File: src/rtl/slt_pkg.sv
// Shared types, constants and helper functions of the small-language tokenizer.
package slt_pkg;

   // Counter widths of line, column, length and byte offset
   localparam int COUNT_WIDTH  = 16;
   localparam int OFFSET_WIDTH = 24;

   typedef logic [COUNT_WIDTH-1:0]  count_type;
   typedef logic [OFFSET_WIDTH-1:0] offset_type;

   // Result queue sizing; the input side holds off while more than
   // FIFO_DEPTH - FIFO_RESERVE entries are queued
   localparam int FIFO_DEPTH   = 8;
   localparam int FIFO_RESERVE = 4;
   localparam int FIFO_PTR_W   = $clog2(FIFO_DEPTH);
   localparam int FIFO_CNT_W   = FIFO_PTR_W + 1;

   typedef logic [FIFO_PTR_W-1:0] fifo_ptr_type;
   typedef logic [FIFO_CNT_W-1:0] fifo_cnt_type;

   // Scanner modes
   typedef enum logic [2:0] {
      MODE_IDLE,
      MODE_IDENT,
      MODE_NUMBER,
      MODE_ASSIGN,
      MODE_END
   } mode_type;

   // Token kinds
   typedef enum logic [4:0] {
      KIND_EOF,
      KIND_INT,
      KIND_IF,
      KIND_PRINT,
      KIND_IDENT,
      KIND_NUMBER,
      KIND_PLUS,
      KIND_MINUS,
      KIND_STAR,
      KIND_SLASH,
      KIND_LPAREN,
      KIND_RPAREN,
      KIND_SEMI,
      KIND_ASSIGN,
      KIND_EQEQ,
      KIND_LESS,
      KIND_GREATER,
      KIND_ILLEGAL
   } kind_type;

   // Keyword mask bits
   localparam int KW_INT   = 0;
   localparam int KW_IF    = 1;
   localparam int KW_PRINT = 2;

   // Character codes
   localparam logic [7:0] CH_NUL     = 8'h00;
   localparam logic [7:0] CH_TAB     = 8'h09;
   localparam logic [7:0] CH_NL      = 8'h0A;
   localparam logic [7:0] CH_CR      = 8'h0D;
   localparam logic [7:0] CH_SPACE   = 8'h20;
   localparam logic [7:0] CH_LPAREN  = 8'h28;
   localparam logic [7:0] CH_RPAREN  = 8'h29;
   localparam logic [7:0] CH_STAR    = 8'h2A;
   localparam logic [7:0] CH_PLUS    = 8'h2B;
   localparam logic [7:0] CH_MINUS   = 8'h2D;
   localparam logic [7:0] CH_SLASH   = 8'h2F;
   localparam logic [7:0] CH_ZERO    = 8'h30;
   localparam logic [7:0] CH_NINE    = 8'h39;
   localparam logic [7:0] CH_SEMI    = 8'h3B;
   localparam logic [7:0] CH_LESS    = 8'h3C;
   localparam logic [7:0] CH_EQUAL   = 8'h3D;
   localparam logic [7:0] CH_GREATER = 8'h3E;
   localparam logic [7:0] CH_UP_A    = 8'h41;
   localparam logic [7:0] CH_UP_Z    = 8'h5A;
   localparam logic [7:0] CH_UNDER   = 8'h5F;
   localparam logic [7:0] CH_LO_A    = 8'h61;
   localparam logic [7:0] CH_F       = 8'h66;
   localparam logic [7:0] CH_I       = 8'h69;
   localparam logic [7:0] CH_N       = 8'h6E;
   localparam logic [7:0] CH_P       = 8'h70;
   localparam logic [7:0] CH_R       = 8'h72;
   localparam logic [7:0] CH_T       = 8'h74;
   localparam logic [7:0] CH_LO_Z    = 8'h7A;

   // One result beat
   typedef struct packed {
      kind_type    kind;
      logic [15:0] start_line;
      logic [15:0] start_column;
      logic [23:0] start_offset;
      logic [15:0] token_length;
      logic        last;
   } token_type;

   // Up to two tokens produced by one byte; v1 only with v0
   typedef struct packed {
      logic      v0;
      logic      v1;
      token_type t0;
      token_type t1;
   } push_type;

   // Queue status toward the top level
   typedef struct packed {
      fifo_cnt_type count;
      logic         almost_full;
   } fifo_status_type;

   function automatic logic is_digit(logic [7:0] c);
      return (c >= CH_ZERO) && (c <= CH_NINE);
   endfunction

   function automatic logic is_alpha(logic [7:0] c);
      return ((c >= CH_LO_A) && (c <= CH_LO_Z)) || ((c >= CH_UP_A) && (c <= CH_UP_Z));
   endfunction

   function automatic logic is_space(logic [7:0] c);
      return (c == CH_SPACE) || ((c >= CH_TAB) && (c <= CH_CR));
   endfunction

   function automatic count_type sat_count(count_type v);
      return (v == '1) ? v : v + count_type'(1);
   endfunction

   function automatic offset_type sat_offset(offset_type v);
      return (v == '1) ? v : v + offset_type'(1);
   endfunction

   // Keywords still matching when byte c sits at position pos
   function automatic logic [2:0] kw_match(count_type pos, logic [7:0] c);
      logic [2:0] m;
      m = '0;
      unique case (pos)
         count_type'(0): begin
            m[KW_INT]   = (c == CH_I);
            m[KW_IF]    = (c == CH_I);
            m[KW_PRINT] = (c == CH_P);
         end
         count_type'(1): begin
            m[KW_INT]   = (c == CH_N);
            m[KW_IF]    = (c == CH_F);
            m[KW_PRINT] = (c == CH_R);
         end
         count_type'(2): begin
            m[KW_INT]   = (c == CH_T);
            m[KW_PRINT] = (c == CH_I);
         end
         count_type'(3): m[KW_PRINT] = (c == CH_N);
         count_type'(4): m[KW_PRINT] = (c == CH_T);
         default:        m = '0;
      endcase
      return m;
   endfunction

   function automatic kind_type ident_kind(logic [2:0] mask, count_type len);
      kind_type k;
      priority if (mask[KW_INT] && (len == count_type'(3)))   k = KIND_INT;
      else if (mask[KW_IF] && (len == count_type'(2)))        k = KIND_IF;
      else if (mask[KW_PRINT] && (len == count_type'(5)))     k = KIND_PRINT;
      else                                                    k = KIND_IDENT;
      return k;
   endfunction

   function automatic kind_type punct_kind(logic [7:0] c);
      kind_type k;
      unique case (c)
         CH_PLUS:    k = KIND_PLUS;
         CH_MINUS:   k = KIND_MINUS;
         CH_STAR:    k = KIND_STAR;
         CH_SLASH:   k = KIND_SLASH;
         CH_LPAREN:  k = KIND_LPAREN;
         CH_RPAREN:  k = KIND_RPAREN;
         CH_SEMI:    k = KIND_SEMI;
         CH_LESS:    k = KIND_LESS;
         CH_GREATER: k = KIND_GREATER;
         default:    k = KIND_ILLEGAL;
      endcase
      return k;
   endfunction

   // Build a result beat; fields wrap to their port widths
   function automatic token_type make_token(kind_type kind, count_type line,
                                            count_type col, offset_type off,
                                            count_type len);
      token_type t;
      t.kind         = kind;
      t.start_line   = 16'(line);
      t.start_column = 16'(col);
      t.start_offset = 24'(off);
      t.token_length = 16'(len);
      t.last         = 1'b0;
      return t;
   endfunction

endpackage

File: src/rtl/slt_scanner.sv
// Input byte register, scanner state and combinational token recognition.
module slt_scanner
   import slt_pkg::*;
(
   input  logic       clock,
   input  logic       reset,
   input  logic       byte_accept,
   input  logic [7:0] byte_ch,
   output push_type   push
);

   logic       in_valid_ff, in_valid_in;
   logic [7:0] in_ch_ff;

   mode_type   mode_ff, mode_in;
   count_type  line_ff, line_in;
   count_type  col_ff, col_in;
   offset_type off_ff, off_in;
   offset_type tok_off_ff, tok_off_in;
   count_type  tok_col_ff, tok_col_in;
   count_type  tok_len_ff, tok_len_in;
   logic [2:0] mask_ff, mask_in;

   logic       va, vb, go_scan;
   logic       do_fresh, do_extend, do_adv, do_assign;
   token_type  tok_a, tok_b;

   // Input register
   assign in_valid_in = byte_accept;

   always_ff @(posedge clock) begin
      if (reset) begin
         in_valid_ff <= 1'b0;
      end else begin
         in_valid_ff <= in_valid_in;
      end
   end

   always_ff @(posedge clock) begin
      if (byte_accept) begin
         in_ch_ff <= byte_ch;
      end
   end

   // Step: close a pending token, then scan the byte on its own
   always_comb begin
      mode_in    = mode_ff;
      line_in    = line_ff;
      col_in     = col_ff;
      off_in     = off_ff;
      tok_off_in = tok_off_ff;
      tok_col_in = tok_col_ff;
      tok_len_in = tok_len_ff;
      mask_in    = mask_ff;
      va         = 1'b0;
      vb         = 1'b0;
      go_scan    = 1'b0;
      do_fresh   = 1'b0;
      do_extend  = 1'b0;
      do_adv     = 1'b0;
      do_assign  = 1'b0;
      tok_a      = make_token(KIND_EOF, line_ff, col_ff, off_ff, '0);
      tok_b      = make_token(KIND_EOF, line_ff, col_ff, off_ff, '0);

      if (in_valid_ff) begin
         go_scan = 1'b1;
         unique case (mode_ff)
            MODE_END: begin
               va      = 1'b1;
               go_scan = 1'b0;
            end
            MODE_IDENT: begin
               if ((in_ch_ff != CH_NUL) &&
                   (is_alpha(in_ch_ff) || is_digit(in_ch_ff) || (in_ch_ff == CH_UNDER))) begin
                  do_extend = 1'b1;
                  go_scan   = 1'b0;
               end else begin
                  va      = 1'b1;
                  tok_a   = make_token(ident_kind(mask_ff, tok_len_ff), line_ff,
                                       tok_col_ff, tok_off_ff, tok_len_ff);
                  mode_in = MODE_IDLE;
               end
            end
            MODE_NUMBER: begin
               if (is_digit(in_ch_ff)) begin
                  do_extend = 1'b1;
                  go_scan   = 1'b0;
               end else begin
                  va      = 1'b1;
                  tok_a   = make_token(KIND_NUMBER, line_ff, tok_col_ff, tok_off_ff,
                                       tok_len_ff);
                  mode_in = MODE_IDLE;
               end
            end
            MODE_ASSIGN: begin
               mode_in = MODE_IDLE;
               va      = 1'b1;
               if (in_ch_ff == CH_EQUAL) begin
                  tok_a   = make_token(KIND_EQEQ, line_ff, tok_col_ff, tok_off_ff,
                                       count_type'(2));
                  do_adv  = 1'b1;
                  go_scan = 1'b0;
               end else begin
                  tok_a = make_token(KIND_ASSIGN, line_ff, tok_col_ff, tok_off_ff,
                                     count_type'(1));
               end
            end
            default: mode_in = MODE_IDLE;
         endcase

         if (go_scan) begin
            priority if (in_ch_ff == CH_NUL) begin
               vb      = 1'b1;
               mode_in = MODE_END;
            end else if (is_space(in_ch_ff)) begin
               do_adv = 1'b1;
            end else if (is_alpha(in_ch_ff) || (in_ch_ff == CH_UNDER)) begin
               do_fresh  = 1'b1;
               do_extend = 1'b1;
               mode_in   = MODE_IDENT;
            end else if (is_digit(in_ch_ff)) begin
               do_fresh  = 1'b1;
               do_extend = 1'b1;
               mode_in   = MODE_NUMBER;
            end else if (in_ch_ff == CH_EQUAL) begin
               do_fresh  = 1'b1;
               do_assign = 1'b1;
               do_adv    = 1'b1;
               mode_in   = MODE_ASSIGN;
            end else begin
               vb     = 1'b1;
               tok_b  = make_token(punct_kind(in_ch_ff), line_ff, col_ff, off_ff,
                                   count_type'(1));
               do_adv = 1'b1;
            end
         end
      end

      // Token start bookkeeping
      if (do_fresh) begin
         tok_off_in = off_ff;
         tok_col_in = col_ff;
         tok_len_in = '0;
         mask_in    = '1;
      end
      if (do_extend) begin
         mask_in    = mask_in & kw_match(tok_len_in, in_ch_ff);
         tok_len_in = sat_count(tok_len_in);
      end
      if (do_assign) begin
         tok_len_in = count_type'(1);
      end

      // Position tracking
      if (do_extend || do_adv) begin
         if (in_ch_ff == CH_NL) begin
            line_in = sat_count(line_ff);
            col_in  = count_type'(1);
         end else begin
            col_in = sat_count(col_ff);
         end
         off_in = sat_offset(off_ff);
      end

      // Mark the final beat of this byte
      if (vb) begin
         tok_b.last = 1'b1;
      end else if (va) begin
         tok_a.last = 1'b1;
      end

      push.v0 = va | vb;
      push.v1 = va & vb;
      push.t0 = va ? tok_a : tok_b;
      push.t1 = tok_b;
   end

   // Scanner state
   always_ff @(posedge clock) begin
      if (reset) begin
         mode_ff    <= MODE_IDLE;
         line_ff    <= count_type'(1);
         col_ff     <= count_type'(1);
         off_ff     <= '0;
         tok_off_ff <= '0;
         tok_col_ff <= count_type'(1);
         tok_len_ff <= '0;
         mask_ff    <= '1;
      end else begin
         mode_ff    <= mode_in;
         line_ff    <= line_in;
         col_ff     <= col_in;
         off_ff     <= off_in;
         tok_off_ff <= tok_off_in;
         tok_col_ff <= tok_col_in;
         tok_len_ff <= tok_len_in;
         mask_ff    <= mask_in;
      end
   end

endmodule

File: src/rtl/slt_fifo.sv
// Result queue taking up to two tokens per cycle and giving one per cycle while head_stall is low.
module slt_fifo
   import slt_pkg::*;
(
   input  logic            clock,
   input  logic            reset,
   input  push_type        push,
   input  logic            head_stall,
   output logic            head_valid,
   output token_type       head,
   output fifo_status_type status
);

   token_type    mem [FIFO_DEPTH];
   fifo_ptr_type wr_ptr_ff, wr_ptr_in;
   fifo_ptr_type rd_ptr_ff, rd_ptr_in;
   fifo_cnt_type count_ff, count_in;
   fifo_cnt_type n_push;
   logic         pop;

   // Pointer and fill arithmetic
   always_comb begin
      n_push    = fifo_cnt_type'(push.v0) + fifo_cnt_type'(push.v1);
      pop       = head_valid && !head_stall;
      wr_ptr_in = wr_ptr_ff + FIFO_PTR_W'(n_push);
      rd_ptr_in = rd_ptr_ff + FIFO_PTR_W'(pop);
      count_in  = count_ff + n_push - fifo_cnt_type'(pop);
   end

   always_ff @(posedge clock) begin
      if (reset) begin
         wr_ptr_ff <= '0;
         rd_ptr_ff <= '0;
         count_ff  <= '0;
      end else begin
         wr_ptr_ff <= wr_ptr_in;
         rd_ptr_ff <= rd_ptr_in;
         count_ff  <= count_in;
      end
   end

   // Entry storage
   always_ff @(posedge clock) begin
      if (push.v0) begin
         mem[wr_ptr_ff] <= push.t0;
      end
      if (push.v1) begin
         mem[wr_ptr_ff + fifo_ptr_type'(1)] <= push.t1;
      end
   end

   // Head beat and status
   assign head_valid         = (count_ff != '0);
   assign head               = mem[rd_ptr_ff];
   assign status.count       = count_ff;
   assign status.almost_full = (count_ff > fifo_cnt_type'(FIFO_DEPTH - FIFO_RESERVE));

endmodule

File: src/rtl/small_language_tokenizer_top.sv
// Top level of the small-language tokenizer: scanner plus result queue.
//
//   channel | direction | handshake           | payload
//   req     | in        | req_valid/req_stall | req_ch (8 bit source byte)
//   rsp     | out       | rsp_valid/rsp_stall | kind, start line/column/offset, length, last
//
// One byte is taken per cycle while req_stall is low; it is held in the scanner's input register
// and its tokens are then written to the queue, where rsp_valid rises.
// A byte gives zero, one or two beats; the 8-entry queue drains one beat per cycle
// while rsp_stall is low. req_stall is high while more than four beats are queued.
// Synchronous reset returns line and column to 1 and offset to 0 and empties the queue.
module small_language_tokenizer_top
   import slt_pkg::*;
(
   input  logic        clock,
   input  logic        reset,
   input  logic        req_valid,
   output logic        req_stall,
   input  logic [7:0]  req_ch,
   output logic        rsp_valid,
   input  logic        rsp_stall,
   output logic [4:0]  rsp_kind,
   output logic [15:0] rsp_start_line,
   output logic [15:0] rsp_start_column,
   output logic [23:0] rsp_start_offset,
   output logic [15:0] rsp_token_length,
   output logic        rsp_last
);

   push_type        push;
   token_type       head;
   fifo_status_type status;
   logic            byte_accept;

   // Input beat accepted while the queue has room for a byte in flight
   assign req_stall   = status.almost_full;
   assign byte_accept = req_valid && !req_stall;

   slt_scanner u_scanner (
      .clock       (clock),
      .reset       (reset),
      .byte_accept (byte_accept),
      .byte_ch     (req_ch),
      .push        (push)
   );

   slt_fifo u_fifo (
      .clock      (clock),
      .reset      (reset),
      .push       (push),
      .head_stall (rsp_stall),
      .head_valid (rsp_valid),
      .head       (head),
      .status     (status)
   );

   // Result fields
   assign rsp_kind         = head.kind;
   assign rsp_start_line   = head.start_line;
   assign rsp_start_column = head.start_column;
   assign rsp_start_offset = head.start_offset;
   assign rsp_token_length = head.token_length;
   assign rsp_last         = head.last;

   // Checks
   a_push_pack: assert property (@(posedge clock) disable iff (reset)
      push.v1 |-> push.v0)
      else $error("second token pushed without a first");

   a_pair_last: assert property (@(posedge clock) disable iff (reset)
      push.v1 |-> (!push.t0.last && push.t1.last))
      else $error("last flag misplaced on a token pair");

   a_single_last: assert property (@(posedge clock) disable iff (reset)
      (push.v0 && !push.v1) |-> push.t0.last)
      else $error("single token missing last flag");

   a_no_overflow: assert property (@(posedge clock) disable iff (reset)
      status.almost_full |-> !byte_accept ##0 (status.count <= fifo_cnt_type'(FIFO_DEPTH)))
      else $error("result queue overflow");

endmodule
File: config.mk
export PLATFORM = sky130hd
export DESIGN_NAME = small_language_tokenizer_top
export DESIGN_NICKNAME = d
export VERILOG_FILES = /design/src/rtl/slt_pkg.sv /design/src/rtl/slt_scanner.sv /design/src/rtl/slt_fifo.sv /design/src/rtl/small_language_tokenizer_top.sv
export SDC_FILE = /design/constraint.sdc
export NUM_CORES = 1
export LEC_CHECK = 0
export BUFFER_PORTS_ARGS = -buffer_cell sky130_fd_sc_hd__buf_2
export CAP_MARGIN = 10
export CORE_UTILIZATION = 50
export CTS_CLUSTER_DIAMETER = 120
export DETAILED_ROUTE_END_ITERATION = 7
export MAX_ROUTING_LAYER = met4
export PLACE_DENSITY = 0.72
export SLEW_MARGIN = 20
export SYNTH_ARGS = -nofsm -noshare
export SYNTH_HDL_FRONTEND = slang
export SYNTH_SLANG_ARGS = --single-unit
File: constraint.sdc
create_clock -name clock -period 6.2 [get_ports clock]
set_clock_uncertainty 0.15 [all_clocks]
set_input_delay 0.62 -clock clock [delete_from_list [all_inputs] [get_ports clock]]
set_output_delay 0.62 -clock clock [all_outputs]
set_load 0.01 [all_outputs]
==> flow_summary_export.csv, run 1 <==
group,metric,value,unit
place,portBuffers,91,
cells_and_area,nets,2714,
floorplan,num_rows,97,
sta,setup_viol,0,
grt,gr-total-overflow,0,
critical_path,path_max_fanout,25,
power_and_ir_drop,p_sw,3.474,mW
clocking,cts_resized,0,
power_and_ir_drop,power.share.clock,37.2,%
synthesis,yosysWarningCount,0,
job,cap_violations,0,
critical_path,crit_family,"compound AO/OA/AOI/OAI gates",
power_and_ir_drop,p_int,9.382,mW
synthesis,synthMuxAreaShare,12.51,%
grt,grt.total_usage,26.71,%
synthesis,ys_ff_latch,761,
drt,drc_errors,0,
critical_path,path_buf_inv,2,
power_and_ir_drop,p_leak,12.72,nW
clocking,clockBufferDepth,3,
power_and_ir_drop,combPwrFrac,18.1,%
floorplan,fp.dieW,269.2,um
cells_and_area,seq_area,20370,um^2
cells_and_area,final_cells,3687,
synthesis,synth_compound_area_share,15.63,%
floorplan,dieArea,72460,um^2
critical_path,setup.worst_path.class,"reg -> reg",
sta,worstMarginPinSlew,1.037,ns
critical_path,slowest_delay,0.79,ns
critical_path,cp.required,6.53,ns
drt,drtIter0Drc,2790,
critical_path,start_kind,"register",
grt,grt_first_pass_wirelength,144.7,mm
clocking,cts_root_buf,"clkbuf_16",
synthesis,async_flop_share,0,%
cells_and_area,multi_input_area,14060,um^2
sta,grt_setup_unrepaired,"no",
cells_and_area,drive_gt1_share,20.28,%
sta,finalCriticalPeriod,5.308,ns
power_and_ir_drop,ir_drop,0.2082,mV
power_and_ir_drop,powerDensity,324.4,nW/um^2
clocking,h-tree-depth,3,
clocking,insertion_delay,0.64,ns
synthesis,syn_inst,2750,
synthesis,synth_edf_count,512,
sta,tns,0,ns
synthesis,yosysTopAreaCell,"edfxtp_1",
synthesis,synth_fa_ha_area_share,0.8413,%
power_and_ir_drop,pwr-share-seq,44.6,%
cells_and_area,area_growth,11.04,%
critical_path,crit_slowest_cell,"o21ai_4",
drt,wirelength,95.43,mm
critical_path,crit_path_cell_trace,"o21ai_0 -> a31oi_1 -> nand3_1 -> a221oi_2 -> and3_1 -> inv_1 -> ha_1 -> nor2_1 -> nand2_1 -> o21ai_4 -> buf_12 -> a22o_1",
floorplan,top_level_ports,92,
critical_path,arrival,5.64,ns
place,dp.cells,3528,
place,dp_hpwl,53.28,mm
clocking,clk_pin_slew,0.06,ns
sta,drv_slew,0,
drt,via_count,24490,
drt,vias_per_cell,6.643,
synthesis,synth-simple-area-share,9.233,%
place,place.gp.congestion,0.8940,
synthesis,synth_top_family_by_area,"compound AO/OA/AOI/OAI gates",
synthesis,synth_xor_area_share,0.6380,%
synthesis,seq_area_frac_synth,57.04,%
synthesis,synthDistinctLibCells,80,
sta,min_period_over_period,85.61,%
sta,relSlewSlack,30.85,%
clocking,post-cts-setup-buffers,0,
clocking,hold_buffers,8,
floorplan,fp.dieH,269.2,um
grt,grt_pass1_vias,24200,
cells_and_area,antennaDiodeCount,0,
grt,grt_max_degree,88,
synthesis,synth_area,35690,um^2
synthesis,synth_most_common_cell,"edfxtp_1",
power_and_ir_drop,switching_share,27.02,%
clocking,numClockSinks,761,
sta,max_freq,188.4,MHz
floorplan,core_area,70390,um^2
floorplan,start_util,50.71,%
synthesis,synth.avg_cell_area,12.98,um^2
sta,finalHoldViolations,0,
grt,antenna_found_initial,0,
run_status,outcome,"finished clean",
clocking,tritoncts,"yes",
cells_and_area,num-fill-cells,5601,
synthesis,synth_common_cells,"edfxtp_1, a22o_1, dfxtp_1",
synthesis,yosys_most_used_dff,"edfxtp_1",
synthesis,synth.top_cell.area_share,43.07,%
synthesis,syn_nets,2784,
hold_path,worst_hold_path_type,"reg -> reg",
drt,routedWlPerCell,25.88,um
drt,ant_nets,0,
synthesis,synth.area.top_cells,"edfxtp_1, dfxtp_1, a22o_1",
drt,drt-pass1-iter-count,5,
clocking,numCtsBuffers,80,
critical_path,crit_path_end_kind,"register",
path summary, 6_finish.rpt:
kind                                          end                  start  cells after the start  slack, ns
worst max register to register  u_fifo.mem[0][21]  u_scanner.in_ch_ff[2]                     12       0.89
worst min register to register   u_fifo.mem[6][6]       u_fifo.mem[6][6]                      1       0.32
worst min-delay path             u_fifo.mem[6][6]       u_fifo.mem[6][6]                      1       0.32
worst max-delay path            u_fifo.mem[0][21]  u_scanner.in_ch_ff[2]                     12       0.89
cell type report:
class	instances	share of cell area (%)
multi-input combinational	1642	35.47
inverter	38	0.3851
timing repair buffer	157	3.106
clock inverter	33	0.8461
clock buffer	116	5.828
sequential	761	51.40
tap	940	2.968
cell usage in the layout (no fill, tap or decap), types with 19 or more instances in the layout:
master     synthesis  final
o21ai_0           64     64
nor2b_1           80     80
nor2_1           113    100
buf_2             72     90
clkbuf_1         188     21
nor3_1            20     19
edfxtp_1         512    512
or3_1             27     27
buf_4              5     39
clkbuf_16          0     82
dfxtp_1          249    246
ha_1              20     20
nand2_1          154    154
a21oi_1          106    106
nand3_1           53     53
mux2_2            78     78
o22ai_1           40     40
mux4_2           156    156
buf_12             0     19
inv_1             37     29
a22o_1           432    432
and2_1            73     73
worst register-to-register path: cells and delay by family, from the launching register on:
kind	cells	cell delay [ns]
AO/OA/AOI/OAI	5	2.16
buffers and inverters	2	0.51
AND/OR/NAND/NOR	4	1.29
adder cells (fa/ha/maj)	1	0.31
flip-flops	1	0.74
flip-flops by register name (all words and copies together) (netlist names), 4 cells and up:
register / cells
u_fifo.mem: 624
u_scanner.tok_len_ff: 16
u_scanner.col_ff: 16
u_fifo.count_ff: 4
u_scanner.tok_col_ff: 16
u_scanner.line_ff: 16
u_scanner.in_ch_ff: 8
u_scanner.tok_off_ff: 24
u_scanner.off_ff: 24
metal layers:
layer	vias up	GRT usage, %	part of all wire [%]
met1	12400	34.68	40
met4	0	10.02	3.2
li1	10540	-	-
met3	230	4.533	8.9
met5	-	-	0
met2	1331	42.14	48
cells by family after synthesis:
| group | after synthesis |
|---|---|
| AOI/OAI and AO/OA | 721 |
| xor gates and xnor gates | 26 |
| adders and majority gates | 23 |
| buffers and inverters | 347 |
| DFF | 761 |
| muxes | 241 |
| and+or+nand+nor | 631 |
through the flow:
| stage | area (um^2) | total power, mW | utilization [%] | hold slack [ns] | worst slack (ns) |
|---|---|---|---|---|---|
| 2_1_floorplan | 35690 | 7.426 | - | 0.2883 | 0.6701 |
| 3_3_place_gp | 36870 | 8.158 | 52.37 | 0.3046 | 1.144 |
| 3_5_place_dp | 36870 | 8.186 | 52.38 | 0.3092 | 1.116 |
| 4_1_cts | 39600 | 12.93 | 56.25 | 0.3256 | 1.039 |
| 5_1_grt | 39630 | 13.29 | 56.30 | 0.3416 | 0.6287 |
| 6_report | 39630 | 12.86 | 56.30 | 0.3213 | 0.8919 |
power groups by stage:
stage / logic, mW / clock network, mW / registers [mW]
3_3_place_gp: 2.32 / 0 / 5.84
2_1_floorplan: 1.76 / 0 / 5.67
3_5_place_dp: 2.34 / 0 / 5.85
4_1_cts: 2.36 / 4.83 / 5.74
6_report: 2.33 / 4.79 / 5.74
5_1_grt: 2.48 / 5.04 / 5.77
Note: power is estimated with default switching activity, not from simulation.
==> inputs of run 2 (changes only) <==
--- a/config.mk
+++ b/config.mk
@@ -5,13 +5,14 @@
 export SDC_FILE = /design/constraint.sdc
 export NUM_CORES = 1
 export LEC_CHECK = 0
+export ABC_CLOCK_PERIOD_IN_PS = 6200
 export BUFFER_PORTS_ARGS = -buffer_cell sky130_fd_sc_hd__buf_2
 export CAP_MARGIN = 10
-export CORE_UTILIZATION = 50
+export CORE_UTILIZATION = 48
 export CTS_CLUSTER_DIAMETER = 120
 export DETAILED_ROUTE_END_ITERATION = 7
 export MAX_ROUTING_LAYER = met4
-export PLACE_DENSITY = 0.72
+export PLACE_DENSITY = 0.7
 export SLEW_MARGIN = 20
 export SYNTH_ARGS = -nofsm -noshare
 export SYNTH_HDL_FRONTEND = slang
==> flow_summary_export.csv, run 2 (synthesis results as in run 1) <==
group,metric,value,unit
power_and_ir_drop,p_int,9.295,mW
place,portBuffers,91,
critical_path,r2r_setup_slack,0.81,ns
power_and_ir_drop,p_sw,3.385,mW
place,placed_area,36790,um^2
cells_and_area,layout_common_cells,"edfxtp_1, a22o_1, dfxtp_1",
critical_path,setup.worst_path.class,"reg -> reg",
floorplan,start_util,48.76,%
clocking,cts_root_buf,"clkbuf_16",
cells_and_area,area_growth,10.36,%
grt,grt_max_degree,79,
place,dp_hpwl,53.91,mm
clocking,clockBufferDepth,3,
cells_and_area,antennaDiodeCount,0,
cells_and_area,largest_register_ffs,624,
place,place_ws,0.8989,ns
drt,routedWlPerCell,25.40,um
power_and_ir_drop,switching_share,26.69,%
drt,drtIter0Drc,2504,
floorplan,top_level_ports,92,
drt,wirelength,94.04,mm
clocking,clk_pin_slew,0.06,ns
cells_and_area,final_common_cell,"edfxtp_1",
clocking,numCtsBuffers,78,
run_status,outcome,"finished with violations",
cells_and_area,nets,2716,
power_and_ir_drop,pwr-share-seq,45.1,%
cells_and_area,top_regs,"u_fifo.mem x624, u_scanner.off_ff x24, u_scanner.tok_off_ff x24",
hold_path,worst_hold_path_type,"reg -> reg",
clocking,tritoncts,"yes",
sta,finalCriticalPeriod,5.393,ns
floorplan,core_area,73210,um^2
clocking,numClockSinks,761,
sta,max_freq,185.4,MHz
sta,drv_slew,0,
power_and_ir_drop,p_leak,12.64,nW
critical_path,arrival,5.72,ns
critical_path,start_kind,"register",
cells_and_area,drive_gt1_share,20.27,%
critical_path,cp.required,6.53,ns
power_and_ir_drop,ir_drop,0.3208,mV
critical_path,r2r_start,"u_scanner.in_ch_ff[2]",
drt,drc_errors,6,
sta,relSlewSlack,25.54,%
sta,finalHoldViolations,0,
clocking,post-cts-setup-buffers,0,
critical_path,crit_path_start,"u_scanner.in_ch_ff[2]",
drt,top_layer_used,"met4",
sta,fin_ws,0.8066,ns
floorplan,fp.dieW,274.7,um
sta,setup_viol,0,
grt,gr-total-overflow,0,
floorplan,dieArea,75450,um^2
sta,worstMarginPinSlew,1.112,ns
place,place.gp.congestion,0.9002,
sta,tns,0,ns
sta,grt_setup_unrepaired,"no",
drt,vias_per_cell,6.452,
cells_and_area,top_register,"u_fifo.mem",
power_and_ir_drop,combPwrFrac,18.4,%
critical_path,crit_path_end_kind,"register",
job,cap_violations,0,
power_and_ir_drop,power.share.clock,36.5,%
grt,grt_first_pass_wirelength,143.4,mm
drt,drt-pass1-iter-count,7,
grt,antenna_found_initial,0,
grt,grt.total_usage,25.72,%
drt,met3_length,7.285,mm
floorplan,num_rows,99,
cells_and_area,utilization,53.81,%
drt,ant_nets,0,
power_and_ir_drop,powerDensity,321.9,nW/um^2
run_status,violations,"design-rule violations",
critical_path,path_max_fanout,21,
floorplan,fp.dieH,274.7,um
drt,wl_met2,45.70,mm
drt,via_count,23890,
clocking,insertion_delay,0.63,ns
sta,min_period_over_period,86.99,%
cells_and_area,fin_area,39390,um^2
power_and_ir_drop,total_power,12.68,mW
hold_path,min_from,"u_fifo.mem[6][2]",
drt,wl_met1,38.49,mm
clocking,h-tree-depth,3,
grt,grt_pass1_vias,23810,
-- run 2: cell count changes in the layout (fill, tap and decap cells not counted), sizes merged --
cell | previous run | this run
inv | 34 | 35
clkinv | 33 | 20
buf | 149 | 153
clkinvlp | 1 | 2
clkbuf | 116 | 119
-- run 2: path summary, 6_finish.rpt --
kind                             to  depth (start not counted)
hold reg to reg    u_fifo.mem[6][2]                          2
setup / recovery  u_fifo.mem[5][20]                         12
setup reg to reg  u_fifo.mem[5][20]                         12
hold / removal     u_fifo.mem[6][2]                          2
-- run 2: stage by stage --
| step | cells | hold slack (ns) |
|---|---|---|
| 6_report | 3702 | 0.3228 |
| 5_1_grt | 3702 | 0.3445 |
| 3_3_place_gp | 3552 | 0.2971 |
| 3_5_place_dp | 3552 | 0.3058 |
| 4_1_cts | 3701 | 0.3206 |
| 2_1_floorplan | 2750 | 0.2883 |
-- run 2: what timing repair did --
action	4_1_cts	5_1_grt
hold buffers	8	0
hold endpoints to repair	8	0
resized for setup	0	0
-- run 2: final cells by class --
type | instances | area [um^2]
Fill cell | 5868 | 33820
Sequential cell | 761 | 20370
Multi-Input combinational cell | 1642 | 14050
Clock buffer | 119 | 2281
Tap cell | 959 | 1200
Timing Repair Buffer | 161 | 1124
Clock inverter | 22 | 210.2
Inverter | 38 | 152.6
-- run 2: worst max-delay path, stage by stage, from the launching register on --
cell and delay, ns:
edfxtp_1 0.64, or4_4 0.64, o21ai_4 0.26, o211ai_2 0.20, a221oi_2 0.40, and3_1 0.38
inv_1 0.20, ha_1 0.31, nor2_1 0.24, nand3_1 0.46, o21ai_4 0.81, buf_4 0.35
a22o_1 0.17
-- run 2: layer usage --
metal / up-vias / GRT usage (%)
met4: 0 / 7.602
li1: 10530 / -
met2: 1122 / 41.26
met3: 185 / 3.701
met1: 12050 / 33.98
met5: - / -
-- run 2: power groups by stage --
stage	logic (mW)	registers (mW)	clock network, mW
2_1_floorplan	1.76	5.67	0
3_3_place_gp	2.34	5.81	0
3_5_place_dp	2.35	5.82	0
4_1_cts	2.37	5.71	4.68
5_1_grt	2.50	5.74	4.88
6_report	2.34	5.71	4.63
